==> config.mk <==
export PLATFORM = sky130hd
export DESIGN_NAME = bbs_mean
export DESIGN_NICKNAME = d
export VERILOG_FILES = /design/src/bbs_pkg.sv /design/src/bbs_mean.sv
export SDC_FILE = /design/constraint.sdc
export NUM_CORES = 1
export LEC_CHECK = 0
export ABC_CLOCK_PERIOD_IN_PS = 11600
export BUFFER_PORTS_ARGS = -buffer_cell sky130_fd_sc_hd__buf_2
export CAP_MARGIN = 20
export CORE_MARGIN = 8
export CORE_UTILIZATION = 45
export CTS_CLUSTER_DIAMETER = 60
export DETAILED_ROUTE_END_ITERATION = 8
export PLACE_DENSITY = 0.72
export RECOVER_POWER = 25
export SLEW_MARGIN = 30
export SYNTH_ARGS = -nofsm -noshare
export SYNTH_HDL_FRONTEND = slang
export SYNTH_SLANG_ARGS = --single-unit
==> constraint.sdc <==
create_clock -name aclk -period 11.6 [get_ports aclk]
set_input_delay 1.74 -clock aclk [delete_from_list [all_inputs] [get_ports aclk]]
set_output_delay 1.74 -clock aclk [all_outputs]
set_load 0.05 [all_outputs]
==> src/bbs_pkg.sv <==
`timescale 1ns / 1ps
// ----------------------------------------------------------------------------
// bbs_pkg: shared types and constants for the 3x3 box blur stream
// Sizes, register indexes, pipeline metadata and the divide-by-nine constant.
// ----------------------------------------------------------------------------
package bbs_pkg;

    localparam int MAX_WIDTH  = 1024;
    localparam int MAX_HEIGHT = 1024;
    localparam int MIN_SIZE   = 3;

    localparam int PIX_W  = 8;
    localparam int POS_W  = 10;                       // column / row fields
    localparam int SIZE_W = 11;                       // frame size registers
    localparam int ADDR_W = $clog2(MAX_WIDTH);
    localparam int CSUM_W = PIX_W + 2;                // sum of three pixels
    localparam int WSUM_W = PIX_W + 4;                // sum of nine pixels

    // floor(x / 9) = (x * RECIP_9) >> RECIP_SHIFT for every nine-pixel sum
    localparam int RECIP_SHIFT = 16;
    localparam int RECIP_9     = (1 << RECIP_SHIFT) / 9 + 1;
    localparam int RECIP_W     = 13;

    localparam logic CFG_FRAME_WIDTH  = 1'b0;
    localparam logic CFG_FRAME_HEIGHT = 1'b1;

    typedef struct packed {
        logic             emit;
        logic             done;
        logic [POS_W-1:0] col;
        logic [POS_W-1:0] row;
    } meta_t;

    typedef struct packed {
        logic             done;
        logic [POS_W-1:0] row;
        logic [POS_W-1:0] col;
        logic [PIX_W-1:0] mean;
    } result_t;

endpackage

==> src/bbs_mean.sv <==
`timescale 1ns / 1ps
// ----------------------------------------------------------------------------
// bbs_mean: column window and divide by nine
// Keeps the two previous column sums, adds the new one, scales by 1/9.
// ----------------------------------------------------------------------------
module bbs_mean
    import bbs_pkg::*;
(
    input  logic              aclk,
    input  logic              aresetn,
    input  logic              col_valid,
    input  logic [CSUM_W-1:0] col_sum,
    input  meta_t             col_meta,
    output logic              res_valid,
    output logic              s2_busy,
    output result_t           res
);

    logic [CSUM_W-1:0] win0_reg, win1_reg;
    logic              s2_valid_reg;
    logic [WSUM_W-1:0] sum_reg;
    meta_t             meta_reg;

    logic [WSUM_W+RECIP_W-1:0] prod;

    assign prod = (WSUM_W+RECIP_W)'(sum_reg) * (WSUM_W+RECIP_W)'(RECIP_9);

    assign res_valid = s2_valid_reg;
    assign s2_busy   = s2_valid_reg;
    assign res.mean  = prod[RECIP_SHIFT +: PIX_W];
    assign res.col   = meta_reg.col;
    assign res.row   = meta_reg.row;
    assign res.done  = meta_reg.done;

    always_ff @(posedge aclk) begin
        if (!aresetn) begin
            win0_reg     <= '0;
            win1_reg     <= '0;
            s2_valid_reg <= 1'b0;
        end else begin
            s2_valid_reg <= col_valid && col_meta.emit;
            if (col_valid) begin
                win0_reg <= win1_reg;
                win1_reg <= col_sum;
            end
        end
    end

    always_ff @(posedge aclk) begin
        if (col_valid) begin
            sum_reg  <= WSUM_W'(win0_reg) + WSUM_W'(win1_reg) + WSUM_W'(col_sum);
            meta_reg <= col_meta;
        end
    end

endmodule

==> flow_summary_export.csv <==
group,metric,value,unit
sta,final_hold_viol_count,0,
sta,maxSlewHeadroom,-1.04,
sta,finalCriticalPeriod,6.81,ns
synthesis,synth_area_leaders,"edfxtp_1 (22%), ha_1 (21%), fa_1 (18%)",
critical_path,worstPathArrival,5.07,ns
outcome,status,"complete, but fails checks",
synthesis,synth.cell_area,4530,µm²
min_path,hold_path.startpoint,"win0_reg[2]",
global_routing,grt_pass1_wl,14000,µm
clock_tree,insertion_delay,0.30,ns
floorplanning,fp.dieW,116,µm
run,cap_violations,1,
floorplanning,rows,36,
layout,drive_gt1_frac,0.185,
layout,area_growth,11.1,%
place,port_buffers,65,
clock_tree,holdBufCountCts,0,
drt,dr.pass1.iters,4,
sta,fin_skew,0.00453,ns
drt,vias_per_cell,4.86,
synthesis,synth_top_area_frac,0.219,
sta,min_period_over_period,0.587,
place,place_area,4940,µm²
critical_path,crit_path_start_kind,"register",
layout,diodes,0,
clock_tree,clockBufferDepth,2,
clock_tree,clk_pin_slew,0.11,ns
floorplanning,start_util,0.463,
synthesis,synth_edf_count,33,
critical_path,crit_fanout,4,
clock_tree,postCtsSetupBuffers,0,
global_routing,track_usage,0.128,
synthesis,synth.distinct_cells,43,
global_routing,overflow,0,
synthesis,ys.flop_type,"edfxtp_1",
synthesis,syn_nets,545,
layout,largest_register_ff_count,21,
layout,post-route-cell-area,5030,µm²
floorplanning,die_area,13500,µm²
synthesis,synth_cells,394,
critical_path,worstPathRequired,9.86,ns
place,hpwl,7340,µm
clock_tree,cts_sinks,54,
drt,drtAntennaViolNets,0,
synthesis,seq_area_frac_synth,0.312,
min_path,worstHoldEndpoint,"win0_reg[2]",
min_path,hold_depth,2,
drt,avgRoutedWirePerCell,14.3,µm
synthesis,ys_seq_elements,54,
drt,dr_total_vias,2853,
synthesis,yosysTopAreaCell,"edfxtp_1",
sta,tightest_slew,3.06,ns
layout,final_nets,604,
place,gp_congestion,0.852,
global_routing,grt_antenna_before_repair,0,
critical_path,worstReg2RegEnd,"sum_reg[10]",
critical_path,end_kind,"primary output",
floorplanning,core_area,9770,µm²
synthesis,syn_avg_cell_area,11.5,µm²
critical_path,r2r-start,"win1_reg[2]",
clock_tree,cts_root_buffer,"clkbuf_8",
clock_tree,cts_buffers,5,
sta,finalSetupViolCount,0,
drt,drt_iter0_markers,132,
critical_path,r2r_cells,8,
synthesis,yosysWarningCount,0,
global_routing,grt_max_degree,55,
critical_path,worstSetupPathType,"register to primary output",
sta,rsz0062_at_grt,"no",
sta,fin_setup_tns,0,ns
critical_path,r2r_slack,9.12,ns
synthesis,async_flop_share,0,
floorplanning,io_pins,66,
outcome,violations,"max-capacitance violations, max-slew violations",
global_routing,grt_pass1_vias,3088,
clock_tree,tritoncts,"built",
clock_tree,h-tree-depth,2,
sta,slew_viol_final,55,
drt,drc,0,
min_path,hold_class,"register to register",
floorplanning,fp.dieH,116,µm
sta,max_freq,0.147,GHz
clock_tree,cts_resized,0,
drt,wirelength,8400,µm
==> worst max-delay path by stage <==
stage	cells past startpoint	startpoint	to
floorplan	19	sum_reg[7]	res[4]
global placement	19	sum_reg[7]	res[4]
detailed placement	19	sum_reg[7]	res[4]
CTS	19	sum_reg[7]	res[4]
global route	19	sum_reg[9]	res[4]
finish	19	sum_reg[9]	res[4]
==> stage by stage <==
step	std cells	util	hold slack (ns)	setup slack [ns]
final	587	0.515	0.549	4.79
after global routing	587	0.515	0.563	4.47
after CTS	587	0.515	0.550	4.78
after detailed placement	579	0.505	0.534	5.13
after global placement	579	0.505	0.498	5.21
after floorplan	394	-	0.483	5.41
==> logic make-up after synthesis <==
kind of cell	after synthesis	synth area share
buffers and inverters	82	0.0760
AO/OA/AOI/OAI	45	0.0724
multiplexers	20	0.0442
flip-flops	54	0.312
AND/OR/NAND/NOR	56	0.0683
adder cells (fa/ha/maj)	116	0.387
XOR/XNOR	21	0.0406
==> critical path: stages (launching register included) <==
cell	delay [ns]
edfxtp_1	0.42
inv_1	0.13
fa_1	0.49
inv_1	0.04
ha_1	0.29
inv_1	0.06
fa_1	0.53
inv_1	0.05
fa_1	0.49
inv_1	0.05
fa_1	0.52
inv_1	0.04
ha_1	0.32
o21ai_1	0.09
o21bai_2	0.16
o211ai_1	0.15
o31a_1	0.34
o21ai_1	0.16
xor2_1	0.14
buf_2	0.27
==> cell usage after synthesis, drive strengths merged, types with 9 or more instances <==
| cell type | n |
|---|---|
| nand2 | 11 |
| edfxtp | 33 |
| a21oi | 12 |
| nor2 | 9 |
| fa | 40 |
| mux2i | 20 |
| inv | 68 |
| o21ai | 12 |
| xnor2 | 15 |
| dfxtp | 21 |
| ha | 76 |
| nor2b | 22 |
| buf | 11 |
==> layer usage <==
layer  vias up  track usage  share of wire
met1      1366        0.146           0.42
met2        41        0.241           0.53
li1       1434            -              -
met3        12       0.0202          0.033
met5         -            0              0
met4         0       0.0337          0.013
==> final cells by class <==
| class | instances | area [µm²] |
|---|---|---|
| clock buffers | 5 | 68.8 |
| clock inverters | 3 | 28.8 |
| fillers | 898 | 4740 |
| inverters | 68 | 255 |
| multi-input cells | 258 | 2770 |
| flip-flops and latches | 54 | 1410 |
| well taps | 133 | 166 |
| repair buffers | 66 | 328 |
==> cells in the final DEF (no fill, tap or decap), types with 2 or more instances in the layout <==
master and n:
a211oi_2 2, a21o_1 6, a21oi_1 10, a21oi_2 2, a31o_1 2, buf_2 64
clkbuf_1 2, clkbuf_8 5, clkinv_4 2, dfxtp_1 21, edfxtp_1 33, fa_1 40
ha_1 76, inv_1 68, mux2i_1 20, nand2_1 11, nand2b_1 2, nand3_1 2
nand4_1 3, nor2_1 8, nor2b_1 22, nor3_1 2, o21ai_0 3, o21ai_1 8
xnor2_1 15, xor2_1 6
Power is left out: the tool's default activity adds up to more than one toggle a clock period on the data nets, which glitch-free logic cannot reach.
