<file path="src/bbs_pkg.sv">
`timescale 1ns / 1ps
// ----------------------------------------------------------------------------
// bbs_pkg: shared types and constants for the 3x3 box blur stream
// Sizes, register indexes, pipeline metadata and the divide-by-nine constant.
// ----------------------------------------------------------------------------
package bbs_pkg;

    localparam int MAX_WIDTH  = 1024;
    localparam int MAX_HEIGHT = 1024;
    localparam int MIN_SIZE   = 3;

    localparam int PIX_W  = 8;
    localparam int POS_W  = 10;                       // column / row fields
    localparam int SIZE_W = 11;                       // frame size registers
    localparam int ADDR_W = $clog2(MAX_WIDTH);
    localparam int CSUM_W = PIX_W + 2;                // sum of three pixels
    localparam int WSUM_W = PIX_W + 4;                // sum of nine pixels

    // floor(x / 9) = (x * RECIP_9) >> RECIP_SHIFT for every nine-pixel sum
    localparam int RECIP_SHIFT = 16;
    localparam int RECIP_9     = (1 << RECIP_SHIFT) / 9 + 1;
    localparam int RECIP_W     = 13;

    localparam logic CFG_FRAME_WIDTH  = 1'b0;
    localparam logic CFG_FRAME_HEIGHT = 1'b1;

    typedef struct packed {
        logic             emit;
        logic             done;
        logic [POS_W-1:0] col;
        logic [POS_W-1:0] row;
    } meta_t;

    typedef struct packed {
        logic             done;
        logic [POS_W-1:0] row;
        logic [POS_W-1:0] col;
        logic [PIX_W-1:0] mean;
    } result_t;

endpackage

</file>
<file path="src/bbs_out_fifo.sv">
`timescale 1ns / 1ps
// ----------------------------------------------------------------------------
// bbs_out_fifo: four-word result queue
// Absorbs results still in flight when the receiver stalls.
// ----------------------------------------------------------------------------
module bbs_out_fifo
    import bbs_pkg::*;
(
    input  logic    aclk,
    input  logic    aresetn,
    input  logic    wr_en,
    input  result_t wr_data,
    output logic    rd_valid,
    input  logic    rd_ready,
    output result_t rd_data,
    output logic [2:0] count
);

    result_t    fifo_mem [4];
    logic [1:0] wr_ptr_reg, rd_ptr_reg;
    logic [2:0] count_reg;
    logic       rd_en;

    assign rd_valid = (count_reg != 3'd0);
    assign rd_en    = rd_valid && rd_ready;
    assign rd_data  = fifo_mem[rd_ptr_reg];
    assign count    = count_reg;

    always_ff @(posedge aclk) begin
        if (wr_en) begin
            fifo_mem[wr_ptr_reg] <= wr_data;
        end
    end

    always_ff @(posedge aclk) begin
        if (!aresetn) begin
            wr_ptr_reg <= '0;
            rd_ptr_reg <= '0;
            count_reg  <= '0;
        end else begin
            if (wr_en) wr_ptr_reg <= wr_ptr_reg + 2'd1;
            if (rd_en) rd_ptr_reg <= rd_ptr_reg + 2'd1;
            unique case ({wr_en, rd_en})
                2'b10:   count_reg <= count_reg + 3'd1;
                2'b01:   count_reg <= count_reg - 3'd1;
                default: count_reg <= count_reg;
            endcase
        end
    end

endmodule
</file>
<file path="config.mk">
export PLATFORM = sky130hd
export DESIGN_NAME = bbs_out_fifo
export DESIGN_NICKNAME = d
export VERILOG_FILES = /design/src/bbs_pkg.sv /design/src/bbs_out_fifo.sv
export SDC_FILE = /design/constraint.sdc
export NUM_CORES = 1
export LEC_CHECK = 0
export BUFFER_PORTS_ARGS = -buffer_cell sky130_fd_sc_hd__buf_2
export CAP_MARGIN = 20
export CORE_MARGIN = 2
export CORE_UTILIZATION = 45
export DETAILED_ROUTE_END_ITERATION = 10
export GPL_TIMING_DRIVEN = 1
export HOLD_SLACK_MARGIN = 0.02
export PLACE_DENSITY_LB_ADDON = 0.12
export RECOVER_POWER = 50
export SYNTH_ARGS = -nofsm -noshare
export SYNTH_HDL_FRONTEND = slang
export SYNTH_SLANG_ARGS = --single-unit
</file>
<file path="constraint.sdc">
create_clock -name aclk -period 1.8 [get_ports aclk]
set_clock_uncertainty 0.05 [all_clocks]
set_input_delay 0.36 -clock aclk [delete_from_list [all_inputs] [get_ports aclk]]
set_output_delay 0.36 -clock aclk [all_outputs]
set_load 0.005 [all_outputs]
</file>
==> results.py, run 1 <==
metrics = {
    "run_status": {
        "status": "complete, but fails checks",
        "violations": "setup timing",
    },
    "power_and_ir_drop": {
        "power.density_mw_per_mm2": 1280,
        "peakVddDrop_v": 0.000612,
        "total_power_mw": 7.75,
        "p_leak_nw": 2.08,
    },
    "clock_tree": {
        "clk_pin_slew_ns": 0.06,
        "clock-sinks": 125,
        "clock_path_buffers": 2,
        "cts_root_buf": "clkbuf_8",
        "worstSkewPairLatency_ns": 0.51,
        "numCtsBuffers": 17,
        "cts_tree": "built",
        "h-tree-depth": 4,
    },
    "global_route": {
        "antenna_found_initial": 0,
        "grt_pass1_wl_um": 12800,
        "grt_pass1_vias": 2476,
        "grt_usage": 0.157,
        "grt-ovfl-total": 0,
        "grt_start_max_net_pins": 30,
    },
    "cells_and_area": {
        "area_growth_pct": 30.3,
        "finalNetCount": 363,
        "fillerInstances": 805,
        "utilization": 0.595,
        "n_antenna_cell": 0,
        "largest_reg_flops": 116,
        "final_cell_area_sq_mm": 0.00606,
        "drive_above_1_share": 0.370,
    },
    "sta": {
        "rsz0062_at_grt": "true",
        "setup_viol": 30,
        "holdWs_ns": 0.0944,
        "finalHoldViolations": 0,
        "finalCritPeriodShare": 1.20,
        "tightestPinTransition_ns": 0.382,
        "finalMaxSlewViolations": 0,
        "setup_ws_ns": -0.353,
        "final.min_clock_period_ns": 2.15,
        "max_freq_ghz": 0.464,
        "relSlewSlack": 0.741,
    },
    "critical_path": {
        "critPathKind": "reg2out",
        "critPathRequiredTime_ns": 1.39,
        "crit_path_end_kind": "output port",
        "worst-path-max-fanout": 11,
        "critPathLaunchType": "register",
        "cp.arrival_ns": 1.74,
    },
    "detailed_routing": {
        "first_pass_iters": 4,
        "wire_per_inst_um": 16.9,
        "drtIter0Drc": 96,
        "ant_nets": 0,
        "viasPerCell": 4.81,
        "drc_errors": 0,
        "num_vias": 2267,
        "wl_um": 7970,
    },
    "synthesis": {
        "avgSynthCellArea_sq_um": 23.6,
        "synth_nets": 236,
        "netlist_area_sq_mm": 0.00465,
        "synth_seq_cells": 125,
        "ys_seq_area_frac": 0.788,
        "syn-instance-count": 197,
        "yosysUniqueCellTypes": 23,
        "synth.yosys.warnings": 0,
    },
    "placement": {
        "dp_hpwl_um": 4800,
        "port_buffers": 65,
        "pre_cts_slack_ns": -0.103,
        "routabilityCongestion": 0.711,
        "place_area_sq_mm": 0.00530,
    },
    "floorplanning": {
        "start_util": 0.457,
        "num_rows": 37,
        "dieArea_sq_mm": 0.0112,
        "core-area_sq_mm": 0.0102,
        "fp.dieH_um": 106,
        "die_w_um": 106,
        "ios": 66,
    },
    "run": {
        "maxCapViolCount": 0,
    },
    "hold_path": {
        "min_path_type": "in2reg",
    },
}
-- cell type report --
type	instances	area (sq um)	area share
Clock buffer	20	425	0.0702
Clock inverter	10	52.6	0.00867
Inverter	6	22.5	0.00371
Multi-Input combinational cell	60	920	0.152
Sequential cell	125	3670	0.606
Tap cell	136	170	0.0281
Timing Repair Buffer	114	801	0.132
-- cell usage in the layout, fill, tap and decap left out, types with 4 or more instances in the layout --
cell and instances:
and2_2 4, buf_12 5, buf_2 36, buf_4 13, clkbuf_1 32, clkbuf_16 16, clkinv_2 6, dfxtp_1 4
dfxtp_2 4, dlygate4sd3_1 26, edfxtp_1 116, ha_1 4, inv_1 6, mux4_2 29
-- synthesized netlist by cell type (all sizes together) --
library cell,n,share of area
dfxtp,9,0.039
edfxtp,116,0.75
fa,1,0.0043
inv,6,0.0048
xnor2,3,0.0056
or3,2,0.0027
o311ai,1,0.0019
mux4,29,0.14
clkbuf,1,0.00081
o21ai,2,0.0022
o31a,1,0.0019
buf,5,0.010
and2,8,0.011
ha,5,0.013
a21boi,1,0.0016
nand2,1,0.00081
mux2i,1,0.0022
nor2b,3,0.0040
xor2,2,0.0038
-- through the flow --
stage	setup TNS, ns	cells
floorplan	0	197
global placement	-0.0582	409
detailed placement	-0.103	409
CTS	-9.99	467
global route	-10.99	471
finish	-9.07	471
-- cells by family (layout without fill, tap and decap cells) --
group | Yosys count | in the layout | synth area share
flops | 125 | 125 | 0.788
compound gates | 5 | 5 | 0.00753
buf+inv | 12 | 150 | 0.0161
xor+xnor | 5 | 5 | 0.00942
simple gates | 14 | 14 | 0.0183
fa+ha+maj | 6 | 6 | 0.0178
mux | 30 | 30 | 0.143
-- metal layers --
layer | track usage | wire (um) | vias to the layer above
li1 | - | - | 1068
met1 | 0.193 | 3490 | 1138
met2 | 0.260 | 4080 | 49
met3 | 0.0439 | 272 | 12
met4 | 0.0677 | 128 | 0
met5 | 0 | 0 | -
-- power breakdown --
| group | total [mW] | leakage (nW) | internal [mW] | switching (mW) |
|---|---|---|---|---|
| sequential | 3.46 | 1.14 | 3.38 | 0.0797 |
| clock | 2.75 | 0.235 | 1.64 | 1.11 |
| combinational | 1.54 | 0.702 | 0.915 | 0.627 |
-- worst max-delay path: stages, from the launching register on --
cell and delay [ns]:
dfxtp_4 0.39, buf_12 0.17, mux4_2 0.53, buf_2 0.15
-- path summary, 6_finish.rpt --
check	from	endpoint	slack, ns	cells past startpoint
hold reg to reg	wr_ptr_reg[1]$_SDFFE_PN0P_	wr_ptr_reg[1]$_SDFFE_PN0P_	0.53	2
hold / removal	wr_data[28]	fifo_mem[0][28]$_DFFE_PP_	0.09	1
setup / recovery	register	rd_data[0]	-0.35	3
setup reg to reg	count[0]$_SDFFE_PN0P_	count[2]$_SDFFE_PN0P_	0.05	7
-- timing repair --
item                                    in CTS  in global routing
cloned                                       0                  0
endpoints found under the setup margin      30                 31
pin swaps                                    1                  4
buffers inserted                             2                  4
gates resized for setup                      7                  0
hold buffers                                26                  0
endpoints found under the hold margin      104                  0
(Power assumes the default switching activity.)
==> inputs of run 2 (changes only) <==
--- a/config.mk
+++ b/config.mk
@@ -12,7 +12,7 @@
 export DETAILED_ROUTE_END_ITERATION = 10
 export GPL_TIMING_DRIVEN = 1
 export HOLD_SLACK_MARGIN = 0.02
-export PLACE_DENSITY_LB_ADDON = 0.12
+export PLACE_DENSITY_LB_ADDON = 0.15
 export RECOVER_POWER = 50
 export SYNTH_ARGS = -nofsm -noshare
 export SYNTH_HDL_FRONTEND = slang
==> run 2 against run 1 <==
  * The flow still finishes with violations (setup timing)
  * Sequential cell count unchanged
  * Register-to-register slack about the same
  * Sequential share of layout area fell by 1.3 points
  * Combinational power about the same
  * Largest cell class unchanged
  * Largest power group unchanged
==> results.py, run 2 (synthesis results as in run 1) <==
metrics = {
    "critical_path": {
        "reg2reg_slack_ns": 0.05,
        "critPathMaxStageDelay_ns": 0.53,
        "crit_chain": "buf_12 -> mux4_2 -> buf_2",
        "critPathKind": "reg2out",
        "worst-path-buf-inv": 2,
        "critPathLaunchType": "register",
        "crit_path_end_kind": "output port",
        "critical-path-top-delay-family": "multiplexers",
        "critPathRequiredTime_ns": 1.39,
        "cp.arrival_ns": 1.74,
        "worst-path-max-fanout": 15,
        "slowest_stage": "mux4_2",
    },
    "clock_tree": {
        "worstSkewPairLatency_ns": 0.52,
        "cts_root_buf": "clkbuf_8",
        "clock_path_buffers": 2,
        "numCtsBuffers": 17,
        "h-tree-depth": 4,
        "cts_tree": "built",
        "clk_pin_slew_ns": 0.06,
        "clock-sinks": 125,
    },
    "cells_and_area": {
        "drive_above_1_share": 0.364,
        "n_antenna_cell": 0,
        "multi_input_area_sq_um": 915,
        "utilization": 0.609,
        "seqCellArea_sq_mm": 0.00367,
        "largest_reg_flops": 116,
        "fillerInstances": 786,
        "layout_commonest_cell": "edfxtp_1",
        "finalNetCount": 364,
        "area_growth_pct": 33.2,
        "final_cell_mix": "edfxtp_1, buf_2, clkbuf_1, mux4_2, dlygate4sd3_1",
    },
    "floorplanning": {
        "start_util": 0.457,
        "core-area_sq_mm": 0.0102,
        "dieArea_sq_mm": 0.0112,
        "fp.dieH_um": 106,
        "ios": 66,
        "num_rows": 37,
        "die_w_um": 106,
    },
    "global_route": {
        "grt-ovfl-total": 0,
        "grt_pass1_wl_um": 12700,
        "antenna_found_initial": 0,
        "grt_pass1_vias": 2437,
        "grt_start_max_net_pins": 25,
        "grt_usage": 0.159,
    },
    "power_and_ir_drop": {
        "peakVddDrop_v": 0.000655,
        "p_leak_nw": 2.11,
        "power.density_mw_per_mm2": 1320,
    },
    "detailed_routing": {
        "viasPerCell": 4.84,
        "drc_errors": 0,
        "ant_nets": 0,
        "first_pass_iters": 4,
        "wl_um": 7890,
        "num_vias": 2292,
        "wire_per_inst_um": 16.6,
        "drtIter0Drc": 98,
    },
    "sta": {
        "setup_viol": 30,
        "setup_ws_ns": -0.349,
        "finalMaxSlewViolations": 0,
        "max_freq_ghz": 0.465,
        "rsz0062_at_grt": "true",
        "tightestPinTransition_ns": 0.376,
        "final.min_clock_period_ns": 2.15,
        "fin_tns_setup_ns": -9.37,
        "finalHoldViolations": 0,
        "relSlewSlack": 0.745,
        "finalCritPeriodShare": 1.19,
    },
    "hold_path": {
        "min_path_type": "in2reg",
    },
    "run_status": {
        "status": "complete, but fails checks",
        "violations": "setup timing",
    },
    "placement": {
        "dp_hpwl_um": 4720,
        "port_buffers": 65,
        "routabilityCongestion": 0.703,
    },
    "run": {
        "maxCapViolCount": 0,
    },
}
[run 2: cell count changes in the layout (fill, tap and decap cells not counted), moves of 3 or more]
| cell | previous run | this run |
|---|---|---|
| clkbuf_16 | 16 | 19 |
| buf_4 | 13 | 10 |
| dlygate4sd3_1 | 26 | 29 |
| and2_1 | 3 | 6 |
| clkinvlp_4 | 2 | 7 |
| clkinv_2 | 6 | 1 |
| and2_2 | 4 | 0 |
[run 2: worst paths after layout]
check | from | to | cells after the start
setup / recovery | register | rd_data[10] | 3
hold / removal | aresetn | count[0]$_SDFFE_PN0P_ | 2
setup reg to reg | count[0]$_SDFFE_PN0P_ | count[2]$_SDFFE_PN0P_ | 7
hold reg to reg | wr_ptr_reg[1]$_SDFFE_PN0P_ | wr_ptr_reg[1]$_SDFFE_PN0P_ | 2
[run 2: metal layers]
metal,vias to the layer above,track usage,part of all wire
li1,1073,-,-
met1,1166,0.201,0.43
met2,51,0.251,0.52
met3,2,0.0637,0.044
met4,0,0.0564,0.0033
met5,-,0,0
[run 2: power breakdown]
part | total [mW] | internal (mW) | switching (mW)
clock | 3.19 | 1.98 | 1.21
combinational | 1.52 | 0.892 | 0.633
sequential | 3.44 | 3.37 | 0.0709
[run 2: timing repair]
action,in CTS,in global routing
gates resized for setup,4,3
hold buffers,29,0
hold endpoints to repair,116,0
setup buffers,1,2
cloned,0,0
endpoints found under the setup margin,30,32
pin swaps,0,3
[run 2: final cells by class]
cell class | count | share of cell area
clock buffers | 22 | 0.0818
clock inverters | 10 | 0.0121
inverters | 6 | 0.00363
multi-input cells | 60 | 0.148
flip-flops and latches | 125 | 0.592
well taps | 136 | 0.0275
repair buffers | 115 | 0.135
[run 2: metrics by stage]
step | worst slack (ns) | area (sq um) | instances | power, mW | hold slack [ns]
floorplan | 0.0344 | 4660 | 197 | 4.35 | 0.409
global placement | -0.0471 | 5330 | 410 | 4.93 | 0.512
detailed placement | -0.0974 | 5330 | 410 | 4.95 | 0.513
CTS | -0.391 | 6210 | 472 | 8.24 | 0.0742
global route | -0.421 | 6200 | 474 | 8.50 | 0.0908
finish | -0.349 | 6200 | 474 | 8.16 | 0.0949
[run 2: worst register-to-register path: stages (launching register included)]
cell and delay [ns]:
dfxtp_2 0.33, o31a_1 0.17, ha_2 0.19, inv_2 0.04
fa_2 0.32, xor2_1 0.15, or3_1 0.30, a21boi_1 0.12
==> inputs of run 3 (changes only) <==
--- a/config.mk
+++ b/config.mk
@@ -8,7 +8,7 @@
 export BUFFER_PORTS_ARGS = -buffer_cell sky130_fd_sc_hd__buf_2
 export CAP_MARGIN = 20
 export CORE_MARGIN = 2
-export CORE_UTILIZATION = 45
+export CORE_UTILIZATION = 30
 export DETAILED_ROUTE_END_ITERATION = 10
 export GPL_TIMING_DRIVEN = 1
 export HOLD_SLACK_MARGIN = 0.02
==> run 3 against run 2 <==
  * Utilization is 22 points lower
  * Highest routed layer unchanged
  * The run still ends with setup timing left
  * Register-to-register slack hardly changed
  * Critical endpoint is now rd_data[4]
  * Clock power shrank 2%
==> results.py, run 3 (synthesis results as in run 1) <==
metrics = {
    "run_status": {
        "status": "complete, but fails checks",
        "violations": "setup timing",
    },
    "global_route": {
        "grt-ovfl-total": 0,
        "grt_start_max_net_pins": 30,
        "grt_pass1_wl_um": 13300,
        "grt_pass1_vias": 2342,
        "antenna_found_initial": 0,
        "grt_usage": 0.115,
    },
    "cells_and_area": {
        "seqCellArea_sq_mm": 0.00367,
        "drive_above_1_share": 0.371,
        "fin_cells": 495,
        "largest_reg_flops": 116,
        "n_antenna_cell": 0,
        "fillerInstances": 1392,
        "final_cell_mix": "edfxtp_1, clkbuf_1, buf_2, mux4_2, clkbuf_16",
        "finalNetCount": 333,
        "layout_commonest_cell": "edfxtp_1",
        "area_growth_pct": 27.8,
        "multi_input_area_sq_um": 918,
    },
    "run": {
        "maxCapViolCount": 0,
    },
    "detailed_routing": {
        "viasPerCell": 4.48,
        "drtIter0Drc": 96,
        "first_pass_iters": 4,
        "num_vias": 2219,
        "wl_um": 8850,
        "drc_errors": 0,
        "ant_nets": 0,
        "wire_per_inst_um": 17.9,
    },
    "sta": {
        "max_freq_ghz": 0.478,
        "finalMaxSlewViolations": 0,
        "tightestPinTransition_ns": 0.833,
        "relSlewSlack": 0.445,
        "rsz0062_at_grt": "true",
        "setup_ws_ns": -0.292,
        "finalCritPeriodShare": 1.16,
        "setup_viol": 29,
        "fin_tns_setup_ns": -7.33,
        "final.min_clock_period_ns": 2.09,
        "holdWs_ns": 0.156,
        "finalHoldViolations": 0,
    },
    "critical_path": {
        "worst-path-max-fanout": 9,
        "cp.arrival_ns": 1.68,
        "critPathLaunchType": "register",
        "slowest_stage": "mux4_2",
        "crit_path_end_kind": "output port",
        "critPathRequiredTime_ns": 1.39,
        "crit_chain": "buf_12 -> mux4_2 -> buf_2",
        "critPathKind": "reg2out",
        "critPathMaxStageDelay_ns": 0.51,
    },
    "power_and_ir_drop": {
        "peakVddDrop_v": 0.000715,
        "power.density_mw_per_mm2": 1370,
        "p_clk_frac": 0.386,
        "total_power_mw": 8.13,
        "p_int_mw": 6.26,
        "swShare": 0.229,
        "p_leak_nw": 1.98,
        "pwr-share-seq": 0.426,
        "power.switching_mw": 1.86,
        "p_comb_frac": 0.187,
    },
    "clock_tree": {
        "cts_root_buf": "clkbuf_16",
        "hold_buffers": 0,
        "numCtsBuffers": 17,
        "worstSkewPairLatency_ns": 0.41,
        "clock_path_buffers": 2,
        "h-tree-depth": 4,
        "clock-sinks": 125,
        "post-cts-setup-buffers": 0,
        "clk_pin_slew_ns": 0.05,
        "cts_tree": "built",
    },
    "placement": {
        "place_inst": 462,
        "dp_hpwl_um": 5390,
        "pre_cts_slack_ns": -0.0836,
        "routabilityCongestion": 0.663,
        "port_buffers": 65,
    },
    "floorplanning": {
        "die_w_um": 129,
        "ios": 66,
        "num_rows": 45,
        "dieArea_sq_mm": 0.0165,
        "core-area_sq_mm": 0.0152,
        "fp.dieH_um": 129,
        "start_util": 0.306,
    },
    "hold_path": {
        "min_path_type": "in2reg",
    },
}
[run 3: worst max-delay path: cells and delay by family, from the launching register on]
kind	cells	cell delay, ns
DFF	1	0.43
buffers and inverters	2	0.32
muxes	1	0.51
[run 3: layout make-up]
| class | instances | area share |
|---|---|---|
| clock inverter | 10 | 0.0164 |
| tap | 188 | 0.0396 |
| clock buffer | 22 | 0.0747 |
| multi-input combinational | 60 | 0.154 |
| timing repair buffer | 84 | 0.0936 |
| sequential | 125 | 0.617 |
| inverter | 6 | 0.00379 |
[run 3: what timing repair did]
| item | in CTS | in global routing |
|---|---|---|
| gates cloned | 1 | 0 |
| resized for setup | 6 | 3 |
| setup endpoints to repair | 29 | 31 |
| pin swaps | 0 | 4 |
[run 3: layer usage]
metal	wire [um]	global-route usage	part of all wire
met5	0	0	0
met3	544	0.0491	0.061
met2	4340	0.185	0.49
met4	125	0.0492	0.014
met1	3840	0.138	0.43
[run 3: power by group through the flow]
stage | combinational, mW | clock, mW | sequential [mW]
after global routing | 1.69 | 3.36 | 3.48
after floorplan | 0.855 | 0 | 3.49
after detailed placement | 1.51 | 0 | 3.50
after CTS | 1.58 | 3.24 | 3.46
final | 1.52 | 3.14 | 3.46
after global placement | 1.50 | 0 | 3.49
[run 3: metrics by stage]
stage                     utilization  area [sq um]
final                           0.391          5950
after global routing            0.391          5950
after CTS                       0.393          5980
after detailed placement        0.355          5400
after global placement          0.355          5400
after floorplan                     -          4660
[run 3: worst paths after layout]
kind	endpoint	from	slack, ns	cells past startpoint
worst min-delay path	fifo_mem[0][15]$_DFFE_PP_	wr_data[15]	0.16	1
worst min register to register	register	rd_ptr_reg[1]$_SDFFE_PN0P_	0.53	2
worst max register to register	count[2]$_SDFFE_PN0P_	count[0]$_SDFFE_PN0P_	0.04	7
worst max-delay path	rd_data[4]	register	-0.29	3
